**config.mk**
```make
export PLATFORM = sky130hd
export DESIGN_NAME = vpvi_queue
export DESIGN_NICKNAME = d
export VERILOG_FILES = /design/src/hdl/vpvi_pkg.sv /design/src/hdl/vpvi_queue.sv
export SDC_FILE = /design/constraint.sdc
export NUM_CORES = 1
export LEC_CHECK = 0
export BUFFER_PORTS_ARGS = -buffer_cell sky130_fd_sc_hd__buf_2
export CORE_ASPECT_RATIO = 0.5
export CORE_MARGIN = 2
export CORE_UTILIZATION = 40
export DETAILED_ROUTE_END_ITERATION = 16
export HOLD_SLACK_MARGIN = 0.1
export PLACE_DENSITY = 0.69
export SYNTH_ARGS = -nofsm -noshare
export SYNTH_HDL_FRONTEND = slang
export SYNTH_SLANG_ARGS = --single-unit
export TNS_END_PERCENT = 10
```
**constraint.sdc**
```tcl
create_clock -name clk -period 5.5 [get_ports clk]
set_input_delay 0.275 -clock clk [delete_from_list [all_inputs] [get_ports clk]]
set_output_delay 0.275 -clock clk [all_outputs]
set_load 0.01 [all_outputs]
```
**src/hdl/vpvi_pkg.sv**
```systemverilog
`default_nettype none

package vpvi_pkg;

    // Pointer and byte widths fixed by the processor port
    localparam int PTR_W        = 14;
    localparam int BYTE_W       = 8;
    localparam int REG_SEL_W    = 3;
    localparam int REG_COUNT    = 8;
    localparam int HIGH_ADDR_W  = 6;
    localparam int FOLD_STEPS   = 4;

    localparam int VRAM_WORDS_DEF = 16384;

    // Command queue between front and back
    localparam int QUEUE_DEPTH = 2;
    localparam int QPTR_W      = 1;
    localparam int QCNT_W      = 2;

    localparam logic [1:0]        REG_WRITE_CODE = 2'b10;
    localparam logic [BYTE_W-1:0] FRAME_BIT      = 8'h80;

    // Processor access codes
    typedef enum logic [2:0] {
        MODE_CTRL_WR = 3'd0,
        MODE_DATA_WR = 3'd1,
        MODE_DATA_RD = 3'd2,
        MODE_STAT_RD = 3'd3,
        MODE_TICK    = 3'd4
    } mode_t;

    // Work handed to the memory side
    typedef enum logic [1:0] {
        OP_CONST = 2'd0,
        OP_WRITE = 2'd1,
        OP_READ  = 2'd2
    } op_t;

    typedef struct packed {
        op_t              op;
        logic [PTR_W-1:0] addr;
        logic [BYTE_W-1:0] data;
    } cmd_t;

    // Fold a pointer into a memory of the given size (size at least 1/16 of the space)
    function automatic logic [PTR_W-1:0] fold_ptr(input logic [PTR_W-1:0] ptr,
                                                  input logic [PTR_W:0] words);
        logic [PTR_W+FOLD_STEPS-1:0] rem;
        logic [PTR_W+FOLD_STEPS-1:0] div;
        rem = {{FOLD_STEPS{1'b0}}, ptr};
        for (int k = FOLD_STEPS - 1; k >= 0; k--)
        begin
            div = {{(FOLD_STEPS-1){1'b0}}, words} << k;
            if (rem >= div)
            begin
                rem = rem - div;
            end
        end
        return rem[PTR_W-1:0];
    endfunction

endpackage

`default_nettype wire

```
**src/hdl/vpvi_queue.sv**
```systemverilog
`default_nettype none

module vpvi_queue (
    input  wire logic           clk,
    input  wire logic           rst_n,
    input  wire logic           push,
    input  vpvi_pkg::cmd_t      push_cmd,
    output logic                full,
    input  wire logic           pop,
    output logic                valid,
    output vpvi_pkg::cmd_t      pop_cmd
);

    import vpvi_pkg::*;

    cmd_t              entry_reg [QUEUE_DEPTH];
    logic [QPTR_W-1:0] wr_ptr_reg, wr_ptr_next;
    logic [QPTR_W-1:0] rd_ptr_reg, rd_ptr_next;
    logic [QCNT_W-1:0] count_reg, count_next;

    assign full    = (count_reg == QCNT_W'(QUEUE_DEPTH));
    assign valid   = (count_reg != '0);
    assign pop_cmd = entry_reg[rd_ptr_reg];

    // Advance pointers and occupancy
    always_comb
    begin
        wr_ptr_next = wr_ptr_reg;
        rd_ptr_next = rd_ptr_reg;
        count_next  = count_reg;
        if (push)
        begin
            wr_ptr_next = wr_ptr_reg + 1'b1;
        end
        if (pop)
        begin
            rd_ptr_next = rd_ptr_reg + 1'b1;
        end
        if (push && !pop)
        begin
            count_next = count_reg + 1'b1;
        end
        else if (pop && !push)
        begin
            count_next = count_reg - 1'b1;
        end
    end

    always_ff @(posedge clk or negedge rst_n)
    begin
        if (!rst_n)
        begin
            wr_ptr_reg <= '0;
            rd_ptr_reg <= '0;
            count_reg  <= '0;
        end
        else
        begin
            wr_ptr_reg <= wr_ptr_next;
            rd_ptr_reg <= rd_ptr_next;
            count_reg  <= count_next;
        end
    end

    // Store the pushed command
    always_ff @(posedge clk)
    begin
        if (push)
        begin
            entry_reg[wr_ptr_reg] <= push_cmd;
        end
    end

    a_no_overflow: assert property (@(posedge clk) disable iff (!rst_n)
        full && !pop |-> !push)
        else $error("command queue overflow");

    a_no_underflow: assert property (@(posedge clk) disable iff (!rst_n)
        pop |-> valid)
        else $error("command queue underflow");

endmodule

`default_nettype wire

```
* Yosys cells after proc, flatten, opt, wreduce, memory -nomap -nowiden
Memories as Yosys holds them, arrays and structs flattened.
Index checks and enable logic that the tools add are counted.
** Storage, ports and cells
- Register bits :: 4
- Bits in latches :: 0
- Bits in writable memories :: 48
- Memory bits (read-only) :: 0
- Input port bits :: 28
- Output and inout bits :: 26
- Memories :: 1
** Memories
- entry_reg :: depth 2, width 24, rd ports 1, clocked after memory_dff 0, write ports 1, line vpvi_queue.sv:16 : cmd_t entry_reg [QUEUE_DEPTH];
** Operators by class
- $add $sub $neg :: 4
- $mul :: 0
- Div/mod/pow operators :: 0
- $lt $le $gt $ge :: 0
- Equality and inequality tests :: 1
- Shift-type cells :: 0
- Muxes and demuxes :: 4
- Bitwise operators :: 0
- Reduce and logical (&&, ||, !) cells :: 6
** Operators by type and width (count)
- $mux W2 :: 2
- $reduce_bool A2 Y1 :: 2
- $add A1 B1 Y1 const B :: 2
- $add A2 B1 Y2 const B :: 1
- $eq A2 B2 Y1 const B :: 1
- $logic_and A1 B1 Y1 :: 2
- $logic_not A1 Y1 :: 2
- $mux W1 :: 2
- $sub A2 B1 Y2 const B :: 1

* Logic depth before layout (Yosys ltp)
Gate-level depths: netlist (run 1).
- Depth in word-level cells :: 4
- Depth in mapped cells :: 5

* Worst setup path after synthesis (run 1)
Ideal clock, no wire load.
- Path kind :: register -> register
- Start point :: register wr_ptr_reg
- End point :: memory entry_reg[0][0] (netlist bit) (enable)
- Setup time :: 408 ps
- Data arrival time :: 1490 ps
- Required time :: 5092 ps
- Path slack :: 3602 ps
- Cell stages (with the launch flop) :: 2
- Buffers on the path :: 0
- Cell sequence :: dfrtp_1 > nor2b_1
** RTL lines
- from (decl) :: line vpvi_queue.sv:17 : logic [QPTR_W-1:0] wr_ptr_reg, wr_ptr_next;
- from (signal assigned) :: line vpvi_queue.sv:59 : wr_ptr_reg <= wr_ptr_next;
- to (decl) :: line vpvi_queue.sv:16
Straight into the memory's write port.

==> run_results.csv, run 1 <==
group,metric,value,unit
clock_tree,cts_buffers,5,
floorplanning,die_w,105,um
power_and_ir_drop,switching_power,329,uW
floorplanning,core_area,0.00491,mm2
global_route,grt_pass1_vias,970,
worst_setup_path,cp_slowest_cell,"mux2_2",
sta,final-max-slew-violation-count,0,
clock_tree,clk_pin_slew,0.09,ns
final_layout,final_cell_area,0.00246,mm2
logic_synthesis,synth-compound-area-share,0,%
drt,viasPerCell,4.32,
logic_synthesis,yosys.area.top_type,"edfxtp_1",
global_route,antenna_found_initial,0,
worst_setup_path,worst_setup_path_start_kind,"flip-flop",
final_layout,final_nets,179,
worst_setup_path,max_stage_delay,0.39,ns
power_and_ir_drop,leakage,0.991,nW
global_route,grt_remaining_overflow,0,
logic_synthesis,netlist_area,0.00202,mm2
final_layout,drive_above_1_share,58.3,%
power_and_ir_drop,p_seq_share,46.8,%
logic_synthesis,synth_xor_area_share,2.16,%
floorplanning,dieHeight,54.3,um
sta,rsz0062_at_grt,"false",
placed_design,dpl_cell_area,0.00233,mm2
drt,drt-total-wl,2960,um
hold_path,hold_class,"input port to flip-flop",
sta,tightestPinTransition,1.26,ns
logic_synthesis,synth-seq-cells,52,
worst_setup_path,path_cells,"buf_4, mux2_2, buf_2",
worst_setup_path,crit_family,"buffers and inverters",
final_layout,diodes,0,
placed_design,dp_worst_setup_slack,3.69,ns
logic_synthesis,synth_top_area_share,71.2,%
logic_synthesis,avgSynthCellArea,22.2,um2
logic_synthesis,synth_top_family_by_area,"multiplexers",
logic_synthesis,seq_area_frac_synth,76.2,%
job,cap_viol_max_count,0,
logic_synthesis,synth_edf_count,48,
sta,fin_tns_setup,0,ns
logic_synthesis,muxShareOfSynthArea,16.9,%
power_and_ir_drop,power.total,1.19,mW
logic_synthesis,yosys-top-cells-count,"edfxtp_1 (48), mux2_4 (19), mux2_2 (5)",
final_layout,final_cells,221,
clock_tree,cts_num_sinks,52,
logic_synthesis,synthAdderAreaFrac,0.618,%
floorplanning,rows,18,
drt,antenna_left,0,
floorplanning,dieArea,0.00568,mm2
floorplanning,initial_utilization,41.2,%
logic_synthesis,async_flop_share,7.69,%
clock_tree,clock_path_buffers,2,
logic_synthesis,ys.flop_type,"edfxtp_1",
worst_setup_path,critPathKind,"flip-flop to output pin",
drt,via_count,954,
final_layout,largest_reg_flops,48,
placed_design,gp_congestion,0.654,
run_status,status,"completed",
sta,fmaxAchievable,553,MHz
logic_synthesis,ys_types,14,
global_route,grt_pass1_wl,4370,um
sta,fin_skew,0.00286,ns
logic_synthesis,synth_simple_gate_area_share,1.42,%
logic_synthesis,syn_nets,120,
final_layout,syn2layout_area_growth,21.4,%
power_and_ir_drop,internal_power,862,uW
drt,drc_errors,0,
power_and_ir_drop,powerDensity,485,mW/mm2
floorplanning,ios,54,
sta,hold_viol_final,0,
power_and_ir_drop,combPwrFrac,32.1,%
logic_synthesis,syn-instance-count,91,
sta,setup_viol,0,
clock_tree,cts_tree,"yes",
placed_design,port_buffers,53,
power_and_ir_drop,switching_share,27.6,%
clock_tree,post-cts-setup-buffers,0,
global_route,grt_max_degree,26,
drt,drt_iter0_markers,54,
clock_tree,clk_latency,0.30,ns
sta,fin_ws,3.69,ns
worst_setup_path,critical_path_required,5.22,ns
placed_design,dpl.hpwl,1970,um
placed_design,placed_cells,212,
sta,timing.final.crit_period,1.81,ns
worst_setup_path,cp_max_fo,25,
clock_tree,h-tree-depth,2,
worst_setup_path,crit_buf_inv,2,
worst_setup_path,cp_data_arrival_time,1.53,ns
final_layout,nFillCells,427,
drt,post_drt_wl_per_cell,13.4,um
logic_synthesis,synth_area_leaders,"edfxtp_1 (71%), mux2_4 (14%), dfrtp_1 (4.9%)",
sta,relSlewSlack,15.9,%
logic_synthesis,ys_warn_count,0,
logic_synthesis,yosys.cell_count.top_type,"edfxtp_1",
drt,drt-pass1-iter-count,4,
power_and_ir_drop,vdd_drop_max,0.211,mV
clock_tree,cts-root-buf,"clkbuf_8",
worst_setup_path,end_kind,"output pin",
sta,final.period_utilization,32.9,%
global_route,track_usage,10.5,%
power_and_ir_drop,pwr-share-clk,21.2,%
==> kinds of logic after synthesis <==
| group | count (synthesis) |
|---|---|
| fa+ha+maj | 1 |
| flops | 52 |
| xor+xnor | 5 |
| buf+inv | 4 |
| mux | 24 |
| simple gates | 5 |
==> per-layer routing <==
metal,vias up,part of all wire (%),track usage (%)
met3,3,4.8,3.57
li1,462,-,-
met1,469,41,11.9
met4,0,0.64,4.67
met2,20,53,18.8
met5,-,0,0
==> what timing repair did <==
item,in CTS,in global routing
hold buffers,1,0
setup endpoints to repair,0,0
gates resized for setup,0,0
hold endpoints to repair,4,0
==> cell type report <==
class	count	area, um2	share of cell area (%)
Sequential cell	52	1540	62.8
Clock buffer	5	68.8	2.80
Multi-Input combinational cell	35	429	17.5
Timing Repair Buffer	55	283	11.5
Inverter	1	3.75	0.153
Clock inverter	3	42.5	1.73
Tap cell	70	87.6	3.57
==> placed cells by master (no fill, tap or decap) <==
cell	n
buf_2	53
nor2b_2	1
ha_1	1
xor2_1	4
edfxtp_1	48
dfrtp_1	4
nor2b_1	1
dlygate4sd3_1	1
clkbuf_8	5
buf_4	1
xnor2_1	1
clkinv_2	1
and2_1	1
or2_2	1
clkinvlp_4	1
mux2_4	19
nor2_1	1
mux2_2	5
bufinv_16	1
inv_1	1
==> stage by stage <==
stage,utilization [%],hold WS (ns)
detailed placement,47.6,0.0843
CTS,50.0,0.153
finish,50.0,0.161
global placement,47.6,0.0866
floorplan,-,-0.0206
global route,50.0,0.146
==> power by group through the flow <==
stage	combinational [mW]	clock (mW)	sequential, mW
after detailed placement	0.391	0	0.568
after floorplan	0.306	0	0.559
after CTS	0.392	0.259	0.559
after global routing	0.415	0.275	0.566
after global placement	0.387	0	0.561
final	0.382	0.252	0.557
==> final timing paths <==
| kind | from | slack (ns) | depth (start not counted) | to |
|---|---|---|---|---|
| max | rd_ptr_reg$_DFFE_PN0P_ | 3.69 | 3 | pop_cmd[8] |
| min | push_cmd[9] | 0.16 | 1 | entry_reg[0][9]$_DFFE_PP_ |
| max reg2reg | wr_ptr_reg$_DFFE_PN0P_ | 3.71 | 1 | entry_reg[0][13]$_DFFE_PP_ |
| min reg2reg | count_reg[1]$_DFFE_PN0P_ | 0.48 | 1 | count_reg[1]$_DFFE_PN0P_ |
| max in group asynchronous | rst_n | 5.08 | 2 | rd_ptr_reg$_DFFE_PN0P_ |
| min in group asynchronous | rst_n | 0.30 | 2 | count_reg[1]$_DFFE_PN0P_ |
Note: power is estimated with default switching activity, not from simulation.
==> run 2: changes to the inputs <==
- ABC_AREA: default -> 1
- clock period: 5.5 -> 1.8 ns (I/O delays scaled with it)
==> run 2 against run 1 <==
  * Highest routed layer unchanged
  * Cell count up 17%
  * Die area up 0.81%
  * Critical path depth unchanged
  * Count of clock-buffer cells in the layout up 1
  * Hold slack worse by 0.026 ns
  * Via count up 13%
  * Synthesized cell count up 9.9%
  * Non-clock buffer count up 29
==> run_results.csv, run 2 <==
group,metric,value,unit
run_status,status,"completed",
worst_setup_path,end_kind,"output pin",
floorplanning,dieArea,0.00572,mm2
worst_setup_path,cp_data_arrival_time,1.49,ns
drt,drt-pass1-iter-count,4,
clock_tree,clock_path_buffers,2,
worst_setup_path,worst_setup_path_start_kind,"flip-flop",
job,cap_viol_max_count,0,
worst_setup_path,reg2reg_from,"wr_ptr_reg$_DFFE_PN0P_",
logic_synthesis,syn-instance-count,100,
logic_synthesis,synth_top_family_by_area,"multiplexers",
logic_synthesis,muxShareOfSynthArea,16.7,%
sta,timing.final.crit_period,1.58,ns
logic_synthesis,yosys.area.top_type,"edfxtp_1",
global_route,track_usage,11.2,%
logic_synthesis,ys_warn_count,0,
logic_synthesis,synth_xor_area_share,1.29,%
logic_synthesis,async_flop_share,7.69,%
logic_synthesis,ys.flop_type,"edfxtp_1",
clock_tree,clk_latency,0.29,ns
worst_setup_path,cp_max_fo,19,
logic_synthesis,synth_area_leaders,"edfxtp_1 (71%), mux2_4 (14%), dfrtp_1 (4.9%)",
power_and_ir_drop,powerDensity,1300,mW/mm2
power_and_ir_drop,vdd_drop_max,0.423,mV
worst_setup_path,r2r_slack,0.54,ns
placed_design,gp_congestion,0.681,
sta,fin_tns_setup,0,ns
logic_synthesis,ys_types,14,
sta,fin_skew,0.00533,ns
worst_setup_path,max_stage_delay,0.38,ns
worst_setup_path,r2r_end,"entry_reg[0][5]$_DFFE_PP_",
floorplanning,dieHeight,54.5,um
floorplanning,core_area,0.00491,mm2
sta,hold_viol_final,0,
sta,final-max-slew-violation-count,0,
logic_synthesis,synthAdderAreaFrac,0.613,%
floorplanning,die_w,105,um
worst_setup_path,cp_slowest_cell,"mux2_2",
clock_tree,cts-root-buf,"clkbuf_8",
clock_tree,cts_buffers,5,
final_layout,nFillCells,403,
global_route,antenna_found_initial,0,
global_route,grt_pass1_wl,4700,um
final_layout,layout_common_cells,"buf_2 (53), edfxtp_1 (48), dlygate4sd3_1 (27)",
logic_synthesis,syn_nets,129,
drt,antenna_left,0,
logic_synthesis,synth-seq-cells,52,
logic_synthesis,synth_top_area_share,70.6,%
floorplanning,ios,54,
power_and_ir_drop,leakage,1.14,nW
placed_design,port_buffers,53,
final_layout,syn2layout_area_growth,34.6,%
sta,fmaxAchievable,633,MHz
logic_synthesis,yosys-top-cells-count,"edfxtp_1 (48), mux2_4 (19), inv_1 (7)",
logic_synthesis,avgSynthCellArea,20.4,um2
floorplanning,initial_utilization,41.6,%
sta,tightestPinTransition,0.383,ns
sta,final.period_utilization,87.8,%
global_route,grt_remaining_overflow,0,
clock_tree,cts_num_sinks,52,
final_layout,final_util,56.0,%
drt,viasPerCell,4.19,
final_layout,final_common_cell,"buf_2",
final_layout,diodes,0,
final_layout,largest_reg_flops,48,
drt,via_count,1082,
placed_design,dpl.hpwl,2090,um
worst_setup_path,path_cells,"buf_4, mux2_2, buf_2",
logic_synthesis,netlist_area,0.00204,mm2
sta,relSlewSlack,74.4,%
clock_tree,cts_tree,"yes",
drt,drc_errors,0,
hold_path,hold_class,"input port to asynchronous set/reset pin",
sta,rsz0062_at_grt,"false",
clock_tree,h-tree-depth,2,
final_layout,drive_above_1_share,46.8,%
logic_synthesis,synth-compound-area-share,0,%
worst_setup_path,rr_worst_depth,2,
global_route,grt_pass1_vias,1065,
logic_synthesis,yosys.cell_count.top_type,"edfxtp_1",
logic_synthesis,synth_simple_gate_area_share,2.02,%
final_layout,final_nets,217,
floorplanning,rows,18,
clock_tree,clk_pin_slew,0.08,ns
global_route,grt_max_degree,20,
logic_synthesis,seq_area_frac_synth,75.5,%
worst_setup_path,critical_path_required,1.71,ns
logic_synthesis,synth_edf_count,48,
worst_setup_path,critPathKind,"flip-flop to output pin",
drt,post_drt_wl_per_cell,12.5,um
sta,setup_viol,0,
drt,drt_iter0_markers,16,
drt,drt-total-wl,3230,um
-- run 2: logic make-up after synthesis --
group         after synthesis
flops                      52
mux                        24
buf+inv                    10
simple gates               10
xor+xnor                    3
fa+ha+maj                   1
-- run 2: through the flow --
step / cell area, um2 / instances / worst slack (ns) / hold slack, ns / power (mW)
floorplan: 2040 / 100 / 0.347 / -0.206 / 2.65
global placement: 2400 / 224 / 0.564 / -0.0975 / 2.96
detailed placement: 2400 / 224 / 0.523 / -0.0979 / 2.99
CTS: 2750 / 258 / 0.196 / 0.121 / 3.62
global route: 2750 / 258 / 0.136 / 0.149 / 3.77
finish: 2750 / 258 / 0.220 / 0.136 / 3.58
-- run 2: repair_timing --
item,4_1_cts,5_1_grt
endpoints found under the hold margin,54,0
resized for setup,0,0
hold buffers,27,0
setup buffers,0,0
-- run 2: worst max path at each step --
stage	from	end	slack (ns)	depth (start not counted)
2_1_floorplan	wr_ptr_reg$_DFFE_PN0P_	entry_reg[0][0]$_DFFE_PP_	0.35	1
3_5_place_dp	rd_ptr_reg$_DFFE_PN0P_	pop_cmd[8]	0.52	3
6_report	rd_ptr_reg$_DFFE_PN0P_	pop_cmd[8]	0.22	3
3_3_place_gp	wr_ptr_reg$_DFFE_PN0P_	entry_reg[0][22]$_DFFE_PP_	0.56	2
5_1_grt	rd_ptr_reg$_DFFE_PN0P_	pop_cmd[4]	0.14	3
4_1_cts	rd_ptr_reg$_DFFE_PN0P_	pop_cmd[8]	0.20	3
-- run 2: layer usage --
| layer | up-vias | global-route usage (%) | wire length (um) |
|---|---|---|---|
| li1 | 543 | - | - |
| met1 | 514 | 10.3 | 1180 |
| met2 | 18 | 23.6 | 1870 |
| met3 | 7 | 3.57 | 113 |
| met4 | 0 | 5.33 | 64 |
| met5 | - | 0 | 0 |
-- run 2: layout make-up --
| class | count | area, um2 | area share, % |
|---|---|---|---|
| clock inverters | 1 | 5.00 | 0.182 |
| inverters | 7 | 26.3 | 0.956 |
| flip-flops and latches | 52 | 1540 | 56.1 |
| repair buffers | 84 | 591 | 21.5 |
| clock buffers | 6 | 72.6 | 2.64 |
| well taps | 70 | 87.6 | 3.19 |
| multi-input cells | 38 | 424 | 15.4 |
-- run 2: critical path: cells and delay by family (launching register included) --
kind | cells | cell delay [ns]
flops | 1 | 0.36
mux | 1 | 0.38
buf+inv | 2 | 0.46
-- run 2: power by group --
part | switching [mW] | internal, mW | total (mW)
Clock | 0.325 | 0.265 | 0.590
Sequential | 0.0817 | 1.61 | 1.69
Combinational | 0.603 | 0.692 | 1.30
Total | 1.01 | 2.57 | 3.58
==> run 3: changes to the inputs <==
- GPL_TIMING_DRIVEN: default -> 0
==> run 3 against run 2 <==
  * First-iteration DRC count up 75%
  * Clock skew about the same
  * Via count up 0.46%
  * Non-clock buffer count down 1
  * Die area unchanged
  * Critical path depth up 1
  * Utilization up 0.076 points
  * Global-route usage up 0.24 points
  * Fmax down 1.6%
  * Hold slack worse by 0.011 ns
  * Critical path type is now input port to flip-flop
==> run_results.csv, run 3 (same netlist as run 2, synthesis figures left out) <==
group,metric,value,unit
drt,drt-total-wl,3100,um
sta,fmaxAchievable,623,MHz
job,cap_viol_max_count,0,
clock_tree,h-tree-depth,2,
floorplanning,core_area,0.00491,mm2
clock_tree,cts_buffers,5,
worst_setup_path,critical_path_required,1.71,ns
worst_setup_path,end_kind,"flip-flop",
drt,antenna_left,0,
worst_setup_path,cp_data_arrival_time,1.52,ns
clock_tree,cts_num_sinks,52,
worst_setup_path,critPathKind,"input port to flip-flop",
sta,fin_tns_setup,0,ns
drt,drt-pass1-iter-count,4,
worst_setup_path,cp_slowest_cell,"inv_1",
worst_setup_path,max_stage_delay,0.69,ns
global_route,grt_pass1_vias,1052,
placed_design,dp_worst_setup_slack,-0.00732,ns
sta,fin_skew,0.00503,ns
final_layout,diodes,0,
global_route,track_usage,11.4,%
power_and_ir_drop,leakage,1.14,nW
floorplanning,initial_utilization,41.6,%
sta,hold_viol_final,0,
floorplanning,dieArea,0.00572,mm2
sta,rsz0062_at_grt,"false",
final_layout,largest_reg_flops,48,
sta,tightestPinTransition,0.942,ns
drt,via_count,1087,
sta,worst_hold_slack,0.124,ns
drt,post_drt_wl_per_cell,12.0,um
worst_setup_path,worst_setup_path_start_kind,"input port",
placed_design,gp_congestion,0.655,
hold_path,hold_class,"input port to asynchronous set/reset pin",
drt,drc_errors,0,
clock_tree,cts_tree,"yes",
global_route,grt_pass1_wl,4800,um
global_route,antenna_found_initial,0,
power_and_ir_drop,vdd_drop_max,0.413,mV
final_layout,syn2layout_area_growth,34.8,%
placed_design,dpl.hpwl,2050,um
sta,final.period_utilization,89.2,%
clock_tree,clk_latency,0.29,ns
clock_tree,clk_pin_slew,0.08,ns
final_layout,final_common_cell,"buf_2",
sta,setup_viol,0,
final_layout,final_util,56.0,%
clock_tree,cts-root-buf,"clkbuf_8",
drt,drt_iter0_markers,28,
final_layout,layout_common_cells,"buf_2 (53), edfxtp_1 (48), dlygate4sd3_1 (27)",
worst_setup_path,path_cells,"dlygate4sd3_1, buf_2, nand2_1, inv_1",
power_and_ir_drop,powerDensity,1320,mW/mm2
power_and_ir_drop,power.total,3.63,mW
sta,final-max-slew-violation-count,0,
floorplanning,rows,18,
run_status,status,"completed",
clock_tree,clock_path_buffers,2,
final_layout,final_nets,216,
global_route,grt_max_degree,25,
placed_design,port_buffers,53,
sta,timing.final.crit_period,1.60,ns
sta,relSlewSlack,37.1,%
global_route,grt_remaining_overflow,0,
floorplanning,dieHeight,54.5,um
final_layout,drive_above_1_share,45.7,%
worst_setup_path,cp_max_fo,24,
drt,viasPerCell,4.21,
sta,fin_ws,0.195,ns
floorplanning,ios,54,
floorplanning,die_w,105,um
==> run 3: cell count changes in the layout (fill, tap and decap cells not counted) <==
cell,previous run,this run
clkinv_2,1,0
clkbuf_1,1,2
nor2_2,1,0
buf_4,2,0
clkinv_1,0,1
buf_6,0,1
nor2_4,0,1
==> run 3: power breakdown <==
group / switching [mW] / internal (mW)
registers: 0.0836 / 1.62
clock network: 0.327 / 0.271
logic: 0.607 / 0.727
total: 1.02 / 2.61
==> run 3: per-layer routing <==
| metal | up-vias | global-route usage [%] | wire length, um |
|---|---|---|---|
| li1 | 542 | - | - |
| met2 | 16 | 23.2 | 1770 |
| met3 | 4 | 3.69 | 114 |
| met4 | 0 | 5.11 | 33 |
| met5 | - | 0 | 0 |
| met1 | 525 | 11.2 | 1180 |
==> run 3: critical path: cells and delay by family <==
kind          cells  cell delay (ns)
buf+inv           3             1.36
simple gates      1             0.06
==> run 3: area by class of cell <==
cell class	instances	area, um2
repair buffers	80	536
clock buffers	7	76.3
multi-input cells	38	429
inverters	7	26.3
clock inverters	1	3.75
flip-flops and latches	52	1540
fillers	410	2160
well taps	70	87.6
plain buffers	3	51.3
==> run 3: repair_timing <==
action	4_1_cts	5_1_grt
hold buffers	27	0
endpoints found under the setup margin	24	0
setup buffers	0	0
resized for setup	1	0
hold endpoints to repair	54	0
==> run 3: stage by stage <==
step | area, um2 | cells
floorplan | 2040 | 100
global placement | 2400 | 223
detailed placement | 2400 | 223
CTS | 2750 | 258
global route | 2750 | 258
finish | 2750 | 258
==> run 3: path summary, 6_finish.rpt <==
| kind | from | end | slack, ns | cells past startpoint |
|---|---|---|---|---|
| max in group asynchronous | rst_n | rd_ptr_reg$_DFFE_PN0P_ | 1.56 | 2 |
| hold / removal | rst_n | count_reg[0]$_DFFE_PN0P_ | 0.12 | 2 |
| min in group clk | count_reg[1]$_DFFE_PN0P_ | count_reg[1]$_DFFE_PN0P_ | 0.48 | 2 |
| setup / recovery | push | entry_reg[1][2]$_DFFE_PP_ | 0.20 | 4 |
| setup reg to reg | wr_ptr_reg$_DFFE_PN0P_ | entry_reg[1][2]$_DFFE_PP_ | 0.20 | 2 |
| hold reg to reg | count_reg[1]$_DFFE_PN0P_ | count_reg[1]$_DFFE_PN0P_ | 0.48 | 2 |
